===== config.mk =====
export PLATFORM = sky130hd
export DESIGN_NAME = sab_ctrl
export DESIGN_NICKNAME = d
export VERILOG_FILES = /design/src/sab_pkg.sv /design/src/sab_ctrl.sv
export SDC_FILE = /design/constraint.sdc
export NUM_CORES = 1
export LEC_CHECK = 0
export BUFFER_PORTS_ARGS = -buffer_cell sky130_fd_sc_hd__buf_2
export CELL_PAD_IN_SITES_DETAIL_PLACEMENT = 1
export CELL_PAD_IN_SITES_GLOBAL_PLACEMENT = 1
export CORE_MARGIN = 10
export CORE_UTILIZATION = 31
export CTS_CLUSTER_SIZE = 25
export DETAILED_ROUTE_END_ITERATION = 8
export PLACE_DENSITY_LB_ADDON = 0.25
export SYNTH_ARGS = -nofsm -noshare
export SYNTH_HDL_FRONTEND = slang
export SYNTH_SLANG_ARGS = --single-unit

===== constraint.sdc =====
create_clock -name clk_i -period 2.18 [get_ports clk_i]
set_input_delay 0.327 -clock clk_i [delete_from_list [all_inputs] [get_ports clk_i]]
set_output_delay 0.327 -clock clk_i [all_outputs]
set_load 0.02 [all_outputs]

===== src/sab_pkg.sv =====
// ----------------------------------------------------------------------------
// Suffix array builder package
// Shared constants, command and status codes, and the control and status
// bundles that join the sequencer and the datapath.
// ----------------------------------------------------------------------------
package sab_pkg;

  localparam int unsigned MAX_LEN = 256;
  localparam int unsigned LEVELS  = 10;

  localparam int unsigned CMD_W = 3;
  localparam int unsigned SYM_W = 8;
  localparam int unsigned POS_W = 8;
  localparam int unsigned VAL_W = 9;
  localparam int unsigned STS_W = 2;

  localparam logic [CMD_W-1:0] CMD_APPEND = 3'd0;
  localparam logic [CMD_W-1:0] CMD_BUILD  = 3'd1;
  localparam logic [CMD_W-1:0] CMD_READ   = 3'd2;
  localparam logic [CMD_W-1:0] CMD_QUERY  = 3'd3;
  localparam logic [CMD_W-1:0] CMD_CLEAR  = 3'd4;

  localparam logic [STS_W-1:0] ST_OK      = 2'd0;
  localparam logic [STS_W-1:0] ST_FULL    = 2'd1;
  localparam logic [STS_W-1:0] ST_BADPOS  = 2'd2;
  localparam logic [STS_W-1:0] ST_UNBUILT = 2'd3;

  // Operations requested by the sequencer for the current cycle.
  typedef struct packed {
    logic accept;
    logic copy_run;
    logic lvl_init;
    logic lvl_start;
    logic ord_start;
    logic fetch;
    logic wait_i;
    logic scan;
    logic write_r;
    logic lvl_next;
    logic finish_build;
    logic q_issue;
    logic q_cmp;
    logic load_out;
  } dp_op_t;

  // Conditions reported back by the datapath.
  typedef struct packed {
    logic copy_done;
    logic lvl_more;
    logic i_done;
    logic ord_mode;
    logic scan_done;
    logic q_more;
    logic qry_go;
  } dp_sts_t;

endpackage


===== src/sab_ctrl.sv =====
// ----------------------------------------------------------------------------
// Suffix array builder sequencer
// State machine that steps the datapath through commands, build rounds,
// the final ordering pass and prefix queries.
// ----------------------------------------------------------------------------
module sab_ctrl (
  input  logic                          clk_i,
  input  logic                          rst_ni,
  input  logic                          in_valid_i,
  output logic                          in_stall_o,
  input  logic [sab_pkg::CMD_W-1:0]     in_command_i,
  output logic                          out_valid_o,
  input  logic                          out_stall_i,
  input  sab_pkg::dp_sts_t              sts_i,
  output sab_pkg::dp_op_t               op_o
);

  localparam logic [3:0] S_IDLE   = 4'd0;
  localparam logic [3:0] S_COPY   = 4'd1;
  localparam logic [3:0] S_LCHK   = 4'd2;
  localparam logic [3:0] S_FETCH  = 4'd3;
  localparam logic [3:0] S_WAIT   = 4'd4;
  localparam logic [3:0] S_SCAN   = 4'd5;
  localparam logic [3:0] S_WRITE  = 4'd6;
  localparam logic [3:0] S_QISSUE = 4'd7;
  localparam logic [3:0] S_QCMP   = 4'd8;
  localparam logic [3:0] S_DONE   = 4'd9;

  logic [3:0] state_q, state_d;
  logic       out_valid_q, out_valid_d;

  always_comb begin
    op_o    = '0;
    state_d = state_q;
    unique case (state_q)
      S_IDLE: begin
        if (in_valid_i) begin
          op_o.accept = 1'b1;
          unique case (in_command_i)
            sab_pkg::CMD_BUILD: state_d = S_COPY;
            sab_pkg::CMD_QUERY: state_d = sts_i.qry_go ? S_QISSUE : S_DONE;
            default:            state_d = S_DONE;
          endcase
        end
      end
      S_COPY: begin
        op_o.copy_run = 1'b1;
        if (sts_i.copy_done) begin
          op_o.lvl_init = 1'b1;
          state_d       = S_LCHK;
        end
      end
      S_LCHK: begin
        if (sts_i.lvl_more) begin
          op_o.lvl_start = 1'b1;
        end else begin
          op_o.ord_start = 1'b1;
        end
        state_d = S_FETCH;
      end
      S_FETCH: begin
        if (sts_i.i_done) begin
          if (sts_i.ord_mode) begin
            op_o.finish_build = 1'b1;
            state_d           = S_DONE;
          end else begin
            op_o.lvl_next = 1'b1;
            state_d       = S_LCHK;
          end
        end else begin
          op_o.fetch = 1'b1;
          state_d    = S_WAIT;
        end
      end
      S_WAIT: begin
        op_o.wait_i = 1'b1;
        state_d     = S_SCAN;
      end
      S_SCAN: begin
        op_o.scan = 1'b1;
        if (sts_i.scan_done) begin
          state_d = S_WRITE;
        end
      end
      S_WRITE: begin
        op_o.write_r = 1'b1;
        state_d      = S_FETCH;
      end
      S_QISSUE: begin
        if (sts_i.q_more) begin
          op_o.q_issue = 1'b1;
          state_d      = S_QCMP;
        end else begin
          state_d = S_DONE;
        end
      end
      S_QCMP: begin
        op_o.q_cmp = 1'b1;
        state_d    = S_QISSUE;
      end
      S_DONE: begin
        if (!(out_valid_q && out_stall_i)) begin
          op_o.load_out = 1'b1;
          state_d       = S_IDLE;
        end
      end
      default: state_d = S_IDLE;
    endcase
  end

  assign out_valid_d = op_o.load_out | (out_valid_q & out_stall_i);

  always_ff @(posedge clk_i or negedge rst_ni) begin
    if (!rst_ni) begin
      state_q     <= S_IDLE;
      out_valid_q <= 1'b0;
    end else begin
      state_q     <= state_d;
      out_valid_q <= out_valid_d;
    end
  end

  assign in_stall_o  = (state_q != S_IDLE);
  assign out_valid_o = out_valid_q;

endmodule


==> impl_metrics.py <==
metrics = {
    "outcome": {
        "outcome": "complete, no violations",
    },
    "worst_setup_path": {
        "cpPeakStageDelay_ns": 0.58,
        "critPathTopFamily": "flip-flops",
        "cp_slowest_cell": "dfrtp_1",
        "cp-start-kind": "register",
        "endpoint_kind": "output pin",
        "critPathMaxFanout": 13,
        "worstSetupPathType": "reg -> out",
        "cp.required_ns": 1.85,
        "crit_chain": "or2b_4, nor3_1, buf_2",
        "crit_buf_inv": 1,
        "critical_path_arrival_ns": 1.53,
    },
    "layout": {
        "drive_gt1_share_pct": 41.3,
        "final_common_cell": "buf_2",
        "final_cells": 108,
        "fin_nets": 107,
        "area_growth_pct": 33.0,
        "final_cell_mix": "29 x buf_2, 9 x nor2_1, 6 x nand2_1, 5 x dfrtp_1, 4 x nand2b_1",
        "num_antenna_cells": 0,
    },
    "clock_tree": {
        "cts_tree": "yes",
        "post_cts_resized": 0,
        "cts_buffers": 3,
        "cts_sinks": 5,
        "cts_max_level": 1,
        "cts_hold_buf": 1,
        "clk-insertion-delay-late_ns": 0.24,
        "clk_pin_slew_ns": 0.04,
        "cts_setup_buffers": 0,
        "clock_path_buffers": 2,
        "root_buffer": "clkbuf_4",
    },
    "routing": {
        "avgViaCountPerCell": 5.39,
        "first_iter_violations": 6,
        "num_vias": 582,
        "postRouteAntennaNets": 0,
        "route.detailed.drc": 0,
        "wire_per_inst_um": 15.4,
        "routed_wirelength_mm": 1.66,
        "drtPass1Iterations": 4,
    },
    "yosys": {
        "syn_area_um2": 515,
        "ys_types": 32,
        "syn_nets": 76,
        "syn_inst": 62,
        "ys_seq_area_share_pct": 24.3,
        "synth-seq-cells": 5,
        "yosysTopAreaCellShare_pct": 24.3,
        "yosysTopAreaCell": "dfrtp_1",
        "synth_area_leaders": "dfrtp_1 24%, nor2_1 6.6%, nand2b_1 4.9%",
        "yosysWarnings": 0,
        "syn_area_per_cell_um2": 8.31,
    },
    "pwr": {
        "p_leak_nw": 0.347,
        "power_density_mw_per_mm2": 1250,
        "irDropWorstVdd_uv": 588,
    },
    "grt": {
        "grt_max_degree": 15,
        "first_global_vias": 622,
        "track_usage_pct": 9.24,
        "grt_pass1_wl_mm": 2.79,
        "grt-ovfl-total": 0,
        "antenna_found_initial": 0,
    },
    "timing": {
        "hold_viol": 0,
        "fin_crit_sh_pct": 85.3,
        "maxSlewViolCount": 0,
        "period_minus_slack_ns": 1.86,
        "setup_ws_ns": 0.322,
        "slew_headroom_pct": 67.9,
        "rsz0062_at_grt": "false",
        "timing.fmax_mhz": 538,
        "tightest_slew_ns": 0.482,
        "fin_skew_ns": 0.00508,
        "tns_ns": 0,
        "finalSetupViolCount": 0,
    },
    "min_path": {
        "hp-class": "in -> reg",
    },
    "placed_design": {
        "gp_congestion": 0.752,
        "port_buffers": 29,
        "dp_cells": 103,
        "hpwl_mm": 1.39,
        "dp_slack_ns": 0.468,
    },
    "floorplan": {
        "initial_core_util_pct": 33.4,
        "std_cell_rows": 14,
        "core-area_mm2": 0.00154,
        "io_pins": 30,
        "die-area_mm2": 0.00369,
        "die_h_um": 60.8,
        "chipWidth_um": 60.8,
    },
    "run": {
        "cap_violations": 0,
    },
}
[path summary, 6_finish.rpt]
kind	from	to	slack (ns)	depth (start not counted)
setup / recovery	state_q[2]	op_o[7]	0.32	3
hold / removal	sts_i[2]	state_q[2]	0.33	2
setup reg to reg	state_q[2]	state_q[3]	0.47	4
hold reg to reg	out_valid_o	out_valid_o	0.57	2
max in group asynchronous	rst_ni	out_valid_o	1.62	2
min in group asynchronous	rst_ni	state_q[1]	0.43	2
[area by class of cell]
class                      instances  area, um2
inverter                           1       3.75
clock buffer                       4       26.3
multi-input combinational         52        355
tap                               16       20.0
fill                             209        856
timing repair buffer              30        155
sequential                         5        125
[layer usage]
layer / track usage [%] / routed length, um
met4: 0.940 / 0
met2: 16.0 / 764
met1: 10.8 / 738
met3: 3.55 / 156
met5: 0 / 0
[synth_stat cells, drive strengths merged]
cell type / instances
nor2: 9
nand2: 6
dfrtp: 5
nand2b: 5
buf: 4
a21oi: 3
and2: 3
nor3: 3
o32ai: 3
nor4: 2
nor4b: 2
o21ai: 2
a21o: 1
a22oi: 1
a311o: 1
and3: 1
and4b: 1
inv: 1
mux2: 1
mux2i: 1
nand3b: 1
nand4bb: 1
nor2b: 1
o21a: 1
o32a: 1
or2: 1
or2b: 1
[cells by family (layout without fill, tap and decap cells)]
group,after synthesis,after routing,share of synthesized area [%]
AO/OA/AOI/OAI,13,13,19.7
multiplexers,2,2,4.85
flip-flops,5,5,24.3
AND/OR/NAND/NOR,37,37,44.4
buffers and inverters,5,35,6.79
[power by group]
group | internal [W] | switching (W) | total, W
clock network | 0.0000691 | 0.0000372 | 0.000106
logic | 0.000231 | 0.000281 | 0.000512
registers | 0.000130 | 0.000105 | 0.000235
[flip-flops by register name, indices dropped and copies added (netlist names)]
register and cells:
state_q 4, out_valid_o 1
[stage by stage]
stage	hold slack [ns]	utilization (%)	total power, W	area (um2)
after floorplan	0.0314	-	0.000636	515
after global placement	0.144	42.1	0.000745	649
after detailed placement	0.145	42.1	0.000757	649
after CTS	0.323	44.5	0.000871	686
after global routing	0.330	44.5	0.000934	686
final	0.331	44.5	0.000854	686
Power figures use the tool's default switching activity.
